File: src/rtl/core/fpr_crc8_pkg.sv
`timescale 1ns / 1ps
// Shared constants, types and the CRC-8/MAXIM byte update for the framed packet receiver.
package fpr_crc8_pkg;

    // Configuration register defaults and indexes
    localparam logic [7:0] HEADER_RESET = 8'hA5;
    localparam logic [7:0] CRC_POLY_REFL = 8'h8C;
    localparam int         CFG_ADDR_W = 3;
    localparam logic       REG_HEADER = 1'b0;

    // Frame phase, one-hot
    typedef enum logic [10:0] {
        PH_WAIT = 11'b000_0000_0001,
        PH_CMD  = 11'b000_0000_0010,
        PH_P0   = 11'b000_0000_0100,
        PH_P1   = 11'b000_0000_1000,
        PH_P2   = 11'b000_0001_0000,
        PH_P3   = 11'b000_0010_0000,
        PH_P4   = 11'b000_0100_0000,
        PH_P5   = 11'b000_1000_0000,
        PH_P6   = 11'b001_0000_0000,
        PH_P7   = 11'b010_0000_0000,
        PH_CRC  = 11'b100_0000_0000
    } phase_t;

    // One result beat
    typedef struct packed {
        logic        crc_ok;
        logic [7:0]  command_id;
        logic [31:0] slider_bits;
        logic [31:0] position_bits;
        logic [7:0]  computed_crc;
        logic [7:0]  received_crc;
        logic [31:0] pass_count;
        logic [31:0] fail_count;
    } result_t;

    // CRC-8/MAXIM, LSB first, one byte
    function automatic logic [7:0] crc8_update(input logic [7:0] crc, input logic [7:0] data);
        logic [7:0] c;
        c = crc ^ data;
        for (int b = 0; b < 8; b++)
        begin
            if (c[0])
                c = (c >> 1) ^ CRC_POLY_REFL;
            else
                c = c >> 1;
        end
        return c;
    endfunction

endpackage

File: src/rtl/core/fpr_crc8_if.sv
`timescale 1ns / 1ps
// Valid/ready channel interfaces for received bytes and frame results.

interface fpr_rx_if;
    logic       valid;
    logic       ready;
    logic [7:0] rx_byte;

    modport source (output valid, output rx_byte, input ready);
    modport sink (input valid, input rx_byte, output ready);
endinterface

interface fpr_res_if;
    logic        valid;
    logic        ready;
    logic        crc_ok;
    logic [7:0]  command_id;
    logic [31:0] slider_bits;
    logic [31:0] position_bits;
    logic [7:0]  computed_crc;
    logic [7:0]  received_crc;
    logic [31:0] pass_count;
    logic [31:0] fail_count;

    modport source (
        output valid, output crc_ok, output command_id, output slider_bits,
        output position_bits, output computed_crc, output received_crc,
        output pass_count, output fail_count, input ready
    );
    modport sink (
        input valid, input crc_ok, input command_id, input slider_bits,
        input position_bits, input computed_crc, input received_crc,
        input pass_count, input fail_count, output ready
    );
endinterface

File: src/rtl/core/framed_packet_receiver_crc8.sv
`timescale 1ns / 1ps
// Framed packet receiver: header hunt, byte-wise CRC-8/MAXIM, frame check and counters.
// The result beat is registered and is valid in the cycle after the CRC byte is accepted.
// Throughput: one received byte per cycle, but for the stall below; the byte FSM and CRC update are combinational.
// The input stalls only when a CRC byte arrives while the previous result is still unread.
// Reset (rst_n low, asynchronous): phase to header hunt, CRC, holds and counters to zero,
// header register to 0xA5, no result pending.
module framed_packet_receiver_crc8 (
    input  logic                                  clk,
    input  logic                                  rst_n,
    fpr_rx_if.sink                                rx_chan,
    fpr_res_if.source                             res_chan,
    input  logic                                  psel,
    input  logic                                  penable,
    input  logic                                  pwrite,
    input  logic [fpr_crc8_pkg::CFG_ADDR_W-1:0]   paddr,
    input  logic [31:0]                           pwdata,
    output logic [31:0]                           prdata,
    output logic                                  pready
);

    logic [7:0]            header_reg;
    fpr_crc8_pkg::phase_t  phase_reg, phase_next;
    logic [7:0]            crc_reg, crc_next;
    logic [7:0]            cmd_reg, cmd_next;
    logic [31:0]           slider_asm_reg, slider_asm_next;
    logic [31:0]           pos_asm_reg, pos_asm_next;
    logic [31:0]           slider_acc_reg, slider_acc_next;
    logic [31:0]           pos_acc_reg, pos_acc_next;
    logic [31:0]           good_reg, good_next;
    logic [31:0]           bad_reg, bad_next;
    logic                  res_valid_reg, res_valid_next;
    fpr_crc8_pkg::result_t result_reg, result_next;

    logic       rx_fire;
    logic       res_fire;
    logic       cfg_wr;
    logic       crc_ok;
    logic [7:0] rx_b;
    logic [7:0] crc_upd;

    // Handshakes; only a CRC byte needs room in the result register
    assign res_fire = res_chan.valid && res_chan.ready;
    assign rx_chan.ready = (phase_reg != fpr_crc8_pkg::PH_CRC) || !res_valid_reg
                           || res_chan.ready;
    assign rx_fire = rx_chan.valid && rx_chan.ready;
    assign rx_b    = rx_chan.rx_byte;
    assign crc_upd = fpr_crc8_pkg::crc8_update(crc_reg, rx_b);
    assign crc_ok  = (crc_reg == rx_b);

    // APB register port
    assign pready = 1'b1;
    assign cfg_wr = psel && penable && pwrite && pready
                    && (paddr[2] == fpr_crc8_pkg::REG_HEADER);
    assign prdata = (paddr[2] == fpr_crc8_pkg::REG_HEADER) ? {24'd0, header_reg} : 32'd0;

    always_ff @(posedge clk or negedge rst_n)
    begin
        if (!rst_n)
            header_reg <= fpr_crc8_pkg::HEADER_RESET;
        else if (cfg_wr)
            header_reg <= pwdata[7:0];
    end

    // Frame FSM, byte assembly and check
    always_comb
    begin
        phase_next      = phase_reg;
        crc_next        = crc_reg;
        cmd_next        = cmd_reg;
        slider_asm_next = slider_asm_reg;
        pos_asm_next    = pos_asm_reg;
        slider_acc_next = slider_acc_reg;
        pos_acc_next    = pos_acc_reg;
        good_next       = good_reg;
        bad_next        = bad_reg;
        if (rx_fire)
        begin
            case (phase_reg)
                fpr_crc8_pkg::PH_WAIT:
                begin
                    if (rx_b == header_reg)
                    begin
                        phase_next = fpr_crc8_pkg::PH_CMD;
                        crc_next   = 8'd0;
                    end
                end
                fpr_crc8_pkg::PH_CMD:
                begin
                    cmd_next   = rx_b;
                    crc_next   = crc_upd;
                    phase_next = fpr_crc8_pkg::PH_P0;
                end
                fpr_crc8_pkg::PH_P0:
                begin
                    slider_asm_next[7:0] = rx_b;
                    crc_next   = crc_upd;
                    phase_next = fpr_crc8_pkg::PH_P1;
                end
                fpr_crc8_pkg::PH_P1:
                begin
                    slider_asm_next[15:8] = rx_b;
                    crc_next   = crc_upd;
                    phase_next = fpr_crc8_pkg::PH_P2;
                end
                fpr_crc8_pkg::PH_P2:
                begin
                    slider_asm_next[23:16] = rx_b;
                    crc_next   = crc_upd;
                    phase_next = fpr_crc8_pkg::PH_P3;
                end
                fpr_crc8_pkg::PH_P3:
                begin
                    slider_asm_next[31:24] = rx_b;
                    crc_next   = crc_upd;
                    phase_next = fpr_crc8_pkg::PH_P4;
                end
                fpr_crc8_pkg::PH_P4:
                begin
                    pos_asm_next[7:0] = rx_b;
                    crc_next   = crc_upd;
                    phase_next = fpr_crc8_pkg::PH_P5;
                end
                fpr_crc8_pkg::PH_P5:
                begin
                    pos_asm_next[15:8] = rx_b;
                    crc_next   = crc_upd;
                    phase_next = fpr_crc8_pkg::PH_P6;
                end
                fpr_crc8_pkg::PH_P6:
                begin
                    pos_asm_next[23:16] = rx_b;
                    crc_next   = crc_upd;
                    phase_next = fpr_crc8_pkg::PH_P7;
                end
                fpr_crc8_pkg::PH_P7:
                begin
                    pos_asm_next[31:24] = rx_b;
                    crc_next   = crc_upd;
                    phase_next = fpr_crc8_pkg::PH_CRC;
                end
                fpr_crc8_pkg::PH_CRC:
                begin
                    if (crc_ok)
                    begin
                        slider_acc_next = slider_asm_reg;
                        pos_acc_next    = pos_asm_reg;
                        good_next       = good_reg + 32'd1;
                    end
                    else
                        bad_next = bad_reg + 32'd1;
                    phase_next = fpr_crc8_pkg::PH_WAIT;
                end
                default:
                    phase_next = fpr_crc8_pkg::PH_WAIT;
            endcase
        end
    end

    // Result register
    always_comb
    begin
        result_next    = result_reg;
        res_valid_next = res_valid_reg;
        if (res_fire)
            res_valid_next = 1'b0;
        if (rx_fire && (phase_reg == fpr_crc8_pkg::PH_CRC))
        begin
            res_valid_next            = 1'b1;
            result_next.crc_ok        = crc_ok;
            result_next.command_id    = cmd_reg;
            result_next.slider_bits   = slider_acc_next;
            result_next.position_bits = pos_acc_next;
            result_next.computed_crc  = crc_reg;
            result_next.received_crc  = rx_b;
            result_next.pass_count    = good_next;
            result_next.fail_count    = bad_next;
        end
    end

    always_ff @(posedge clk or negedge rst_n)
    begin
        if (!rst_n)
        begin
            phase_reg      <= fpr_crc8_pkg::PH_WAIT;
            crc_reg        <= 8'd0;
            cmd_reg        <= 8'd0;
            slider_asm_reg <= 32'd0;
            pos_asm_reg    <= 32'd0;
            slider_acc_reg <= 32'd0;
            pos_acc_reg    <= 32'd0;
            good_reg       <= 32'd0;
            bad_reg        <= 32'd0;
            res_valid_reg  <= 1'b0;
        end
        else
        begin
            phase_reg      <= phase_next;
            crc_reg        <= crc_next;
            cmd_reg        <= cmd_next;
            slider_asm_reg <= slider_asm_next;
            pos_asm_reg    <= pos_asm_next;
            slider_acc_reg <= slider_acc_next;
            pos_acc_reg    <= pos_acc_next;
            good_reg       <= good_next;
            bad_reg        <= bad_next;
            res_valid_reg  <= res_valid_next;
        end
    end

    // Payload register, no reset
    always_ff @(posedge clk)
    begin
        result_reg <= result_next;
    end

    assign res_chan.valid         = res_valid_reg;
    assign res_chan.crc_ok        = result_reg.crc_ok;
    assign res_chan.command_id    = result_reg.command_id;
    assign res_chan.slider_bits   = result_reg.slider_bits;
    assign res_chan.position_bits = result_reg.position_bits;
    assign res_chan.computed_crc  = result_reg.computed_crc;
    assign res_chan.received_crc  = result_reg.received_crc;
    assign res_chan.pass_count    = result_reg.pass_count;
    assign res_chan.fail_count    = result_reg.fail_count;

    // Checks
    a_stall_only_on_crc: assert property (@(posedge clk) disable iff (!rst_n)
        !rx_chan.ready |-> (phase_reg == fpr_crc8_pkg::PH_CRC) && res_valid_reg
                           && !res_chan.ready)
        else $error("input stalled outside a blocked CRC byte");

    a_crc_byte_gives_result: assert property (@(posedge clk) disable iff (!rst_n)
        (rx_fire && (phase_reg == fpr_crc8_pkg::PH_CRC)) |=> res_valid_reg)
        else $error("CRC byte did not load a result");

    a_one_count_per_frame: assert property (@(posedge clk) disable iff (!rst_n)
        (rx_fire && (phase_reg == fpr_crc8_pkg::PH_CRC))
        |=> ((good_reg + bad_reg) == ($past(good_reg) + $past(bad_reg) + 32'd1)))
        else $error("frame counters did not advance by one");

    a_ok_matches_crcs: assert property (@(posedge clk) disable iff (!rst_n)
        res_valid_reg |-> (result_reg.crc_ok
                           == (result_reg.computed_crc == result_reg.received_crc)))
        else $error("crc_ok disagrees with CRC fields");

endmodule

File: src/flat_wrapper.sv
// flat-port wrapper written by rule: the top's interface ports become plain ports
module framed_packet_receiver_crc8_flat 
  (clk, rst_n, psel, penable, pwrite, paddr, pwdata, prdata, pready, rx_chan_valid, rx_chan_rx_byte, rx_chan_ready, res_chan_valid, res_chan_crc_ok, res_chan_command_id, res_chan_slider_bits, res_chan_position_bits, res_chan_computed_crc, res_chan_received_crc, res_chan_pass_count, res_chan_fail_count, res_chan_ready);
  fpr_rx_if rx_chan_i ();
  fpr_res_if res_chan_i ();
  input  logic clk;
  input  logic rst_n;
  input  logic psel;
  input  logic penable;
  input  logic pwrite;
  input  logic [fpr_crc8_pkg::CFG_ADDR_W-1:0] paddr;
  input  logic [31:0] pwdata;
  output logic [31:0] prdata;
  output logic pready;
  input wire logic [$bits(rx_chan_i.valid)-1:0] rx_chan_valid;
  input wire logic [$bits(rx_chan_i.rx_byte)-1:0] rx_chan_rx_byte;
  output wire logic [$bits(rx_chan_i.ready)-1:0] rx_chan_ready;
  output wire logic [$bits(res_chan_i.valid)-1:0] res_chan_valid;
  output wire logic [$bits(res_chan_i.crc_ok)-1:0] res_chan_crc_ok;
  output wire logic [$bits(res_chan_i.command_id)-1:0] res_chan_command_id;
  output wire logic [$bits(res_chan_i.slider_bits)-1:0] res_chan_slider_bits;
  output wire logic [$bits(res_chan_i.position_bits)-1:0] res_chan_position_bits;
  output wire logic [$bits(res_chan_i.computed_crc)-1:0] res_chan_computed_crc;
  output wire logic [$bits(res_chan_i.received_crc)-1:0] res_chan_received_crc;
  output wire logic [$bits(res_chan_i.pass_count)-1:0] res_chan_pass_count;
  output wire logic [$bits(res_chan_i.fail_count)-1:0] res_chan_fail_count;
  input wire logic [$bits(res_chan_i.ready)-1:0] res_chan_ready;
  assign rx_chan_i.valid = rx_chan_valid;
  assign rx_chan_i.rx_byte = rx_chan_rx_byte;
  assign rx_chan_ready = rx_chan_i.ready;
  assign res_chan_valid = res_chan_i.valid;
  assign res_chan_crc_ok = res_chan_i.crc_ok;
  assign res_chan_command_id = res_chan_i.command_id;
  assign res_chan_slider_bits = res_chan_i.slider_bits;
  assign res_chan_position_bits = res_chan_i.position_bits;
  assign res_chan_computed_crc = res_chan_i.computed_crc;
  assign res_chan_received_crc = res_chan_i.received_crc;
  assign res_chan_pass_count = res_chan_i.pass_count;
  assign res_chan_fail_count = res_chan_i.fail_count;
  assign res_chan_i.ready = res_chan_ready;
  framed_packet_receiver_crc8 u_core (.clk(clk), .rst_n(rst_n), .rx_chan(rx_chan_i), .res_chan(res_chan_i), .psel(psel), .penable(penable), .pwrite(pwrite), .paddr(paddr), .pwdata(pwdata), .prdata(prdata), .pready(pready));
endmodule
File: config.mk
export PLATFORM = sky130hd
export DESIGN_NAME = framed_packet_receiver_crc8_flat
export DESIGN_NICKNAME = d
export VERILOG_FILES = /design/src/rtl/core/fpr_crc8_pkg.sv /design/src/rtl/core/fpr_crc8_if.sv /design/src/rtl/core/framed_packet_receiver_crc8.sv /design/src/flat_wrapper.sv
export SDC_FILE = /design/constraint.sdc
export NUM_CORES = 1
export LEC_CHECK = 0
export ABC_AREA = 1
export BUFFER_PORTS_ARGS = -buffer_cell sky130_fd_sc_hd__buf_2
export CORE_ASPECT_RATIO = 1.25
export CORE_MARGIN = 1
export CORE_UTILIZATION = 60
export DETAILED_ROUTE_END_ITERATION = 10
export PLACE_DENSITY_LB_ADDON = 0.3
export RECOVER_POWER = 100
export SLEW_MARGIN = 20
export SYNTH_ARGS = -nofsm -noshare
export SYNTH_HDL_FRONTEND = slang
export SYNTH_SLANG_ARGS = --single-unit
File: constraint.sdc
create_clock -name clk -period 6.89 [get_ports clk]
set_clock_uncertainty 0.15 [all_clocks]
set_input_delay 1.378 -clock clk [delete_from_list [all_inputs] [get_ports clk]]
set_output_delay 1.378 -clock clk [all_outputs]
set_load 0.01 [all_outputs]
==> flow_metrics.env <==
export IMPL_postSynthCellCount=1459
export IMPL_numPortBuffers=186
export IMPL_synthTopCellsByArea="dfrtp_1 36%, edfxtp_1 30%, nand2_1 13%"
export IMPL_hold_viol_final=0
export IMPL_async_flop_share_pct=59.8
export IMPL_clkSinkCount=381
export IMPL_r2r_start="u_core.phase_reg[2]$_DFFE_PN0P_"
export IMPL_track_usage_pct=25.2
export IMPL_min_period_over_period_pct=69.2
export IMPL_cpMaxStageDelayCell="clkbuf_1"
export IMPL_cts_resized=0
export IMPL_slew_headroom_pct=-85.4
export IMPL_synth_seq_cells=381
export IMPL_final_cells=2013
export IMPL_die_h_um=181
export IMPL_synth_area_um2=15300
export IMPL_setup_slack_ns=2.12
export IMPL_grt_pass1_wl_mm=51.0
export IMPL_synth_avg_cell_area_um2=10.5
export IMPL_htree_levels=2
export IMPL_place_inst=1946
export IMPL_crit_chain="nor2_1, nand2_1, inv_1, nand2_1, nor2_1, nand3_1, inv_6, clkbuf_1"
export IMPL_first_pass_iters=9
export IMPL_critPathKind="register to register"
export IMPL_synth_warnings=0
export IMPL_cts_root_buf="clkbuf_16"
export IMPL_fin_nets=1703
export IMPL_netlist_top_cell_by_area="dfrtp_1"
export IMPL_die_x_um=145
export IMPL_nFillCells=1985
export IMPL_route_vias_total=10407
export IMPL_rsz0062_at_grt="no"
export IMPL_layout_drive_gt1_share_pct=5.13
export IMPL_crit_path_end_kind="register"
export IMPL_finalHoldWorstSlack_ns=0.310
export IMPL_post_cts_setup_buffers=0
export IMPL_min_to="u_core.res_chan.command_id[3]$_DFFE_PP_"
export IMPL_gp_congestion=0.896
export IMPL_start_kind="register"
export IMPL_cts_tree="yes"
export IMPL_clock_latency_ns=0.52
export IMPL_antenna_found_initial=0
export IMPL_grt_max_degree=132
export IMPL_powerDensity_nw_per_um2=292
export IMPL_worst_slew_pin_slew_ns=2.78
export IMPL_r2r_setup_slack_ns=2.12
export IMPL_ys_flop_type="dfrtp_1"
export IMPL_crit_arrival_ns=4.69
export IMPL_status="finished, violations left"
export IMPL_initial_core_util_pct=60.9
export IMPL_grt_overflow_total=0
export IMPL_crit_path_max_incr_delay_ns=2.03
export IMPL_cp_buffers_inverters=3
export IMPL_min_path_type="register to register"
export IMPL_drc_errors=2
export IMPL_reg2reg_depth=8
export IMPL_yosysTopAreaCellShare_pct=36.4
export IMPL_p_leak_nw=7.72
export IMPL_numCtsBuffers=37
export IMPL_grt_pass1_vias=10403
export IMPL_setup_violations=0
export IMPL_path_clk_slew_ns=0.06
export IMPL_drtAntennaViolNets=0
export IMPL_r2r_end="u_core.res_chan.slider_bits[27]$_DFFE_PP_"
export IMPL_final_common_cell="nand2_1"
export IMPL_ios=238
export IMPL_hpwl_mm=20.4
export IMPL_postCtsHoldBufs=0
export IMPL_hp_start="u_core.cmd_reg[3]$_DFFE_PN0P_"
export IMPL_num_antenna_cells=0
export IMPL_drv_slew=81
export IMPL_synth_edf_count=153
export IMPL_holdPathStages=0
export IMPL_dieArea_um2=26200
export IMPL_post_place_ws_ns=2.66
export IMPL_fin_setup_tns_ns=0
export IMPL_fin_crit_ns=4.77
export IMPL_yosysUniqueCellTypes=35
export IMPL_final_cell_mix="523 x nand2_1, 223 x dfrtp_1, 187 x clkbuf_1"
export IMPL_max_cap_violations=2
export IMPL_cp_max_fo=104
export IMPL_violations="design-rule violations, max-capacitance violations, max-slew violations"
export IMPL_max_freq_mhz=210
export IMPL_via_per_inst=5.17
export IMPL_crit_required_ns=6.81
export IMPL_peakVddDrop_mv=0.190
export IMPL_drtIter0Drc=535
export IMPL_area_growth_pct=12.4
export IMPL_rows=65
export IMPL_wl_mm=31.3
export IMPL_synth_seq_area_share_pct=67.3
export IMPL_core_um2=25100
export IMPL_wl_per_cell_um=15.6
export IMPL_cts_buffer_depth=3
export IMPL_crit_family="buffers and inverters"
synthesized netlist by cell type, drive strengths merged (20+ instances only):
master / n
nand2: 526
dfrtp: 223
edfxtp: 153
inv: 110
nor2: 104
o21ai: 87
nand3: 55
buf: 54
xnor2: 31
xor2: 28
nor3: 27
nand4: 20
logic make-up after synthesis:
family / Yosys count / synth area share [%]
AO/OA/AOI/OAI: 99 / 3.29
XOR/XNOR: 59 / 3.37
adder cells (fa/ha/maj): 2 / 0.163
buffers and inverters: 172 / 5.54
flip-flops: 381 / 67.3
multiplexers: 1 / 0.0735
other: 2 / 0.0490
AND/OR/NAND/NOR: 743 / 20.2
layer usage:
metal	wire, µm	track usage [%]
met5	0	0
met4	1010	10.1
met3	1680	4.17
met2	15700	42.1
met1	13000	32.8
power breakdown:
part | internal [W] | total, W | switching, W | leakage (nW)
Combinational | 0.000160 | 0.000491 | 0.000332 | 2.72
Sequential | 0.00251 | 0.00261 | 0.0000980 | 4.44
Clock | 0.00112 | 0.00193 | 0.000816 | 0.561
worst max path at each step:
stage                                         start                                         to  slack, ns  cells past startpoint
finish              u_core.phase_reg[2]$_DFFE_PN0P_  u_core.res_chan.slider_bits[27]$_DFFE_PP_       2.12                      8
global route        u_core.phase_reg[2]$_DFFE_PN0P_   u_core.res_chan.fail_count[12]$_DFFE_PP_       1.59                      8
CTS                              rx_chan_rx_byte[2]   u_core.res_chan.pass_count[20]$_DFFE_PP_       3.16                     13
detailed placement               rx_chan_rx_byte[4]   u_core.res_chan.pass_count[20]$_DFFE_PP_       2.66                     13
global placement                 rx_chan_rx_byte[4]   u_core.res_chan.pass_count[20]$_DFFE_PP_       2.78                     13
floorplan                            res_chan_ready    u_core.res_chan.command_id[0]$_DFFE_PP_       1.65                      4
per-stage QoR:
step	instance area [µm²]	power, W	utilization, %
after floorplan	15400	0.00301	-
after global placement	16400	0.00313	65.1
after detailed placement	16400	0.00315	65.1
after CTS	17500	0.00508	69.7
after global routing	17200	0.00525	68.5
final	17200	0.00503	68.5
final cells by class:
cell class / instances / area (µm²) / area share [%]
Multi-Input combinational cell: 929 / 4150 / 24.1
Timing Repair Buffer: 192 / 776 / 4.51
Clock buffer: 54 / 1030 / 5.98
Tap cell: 335 / 419 / 2.43
Clock inverter: 12 / 121 / 0.705
Sequential cell: 381 / 10300 / 59.9
Inverter: 110 / 418 / 2.43
(Power assumes the default switching activity.)
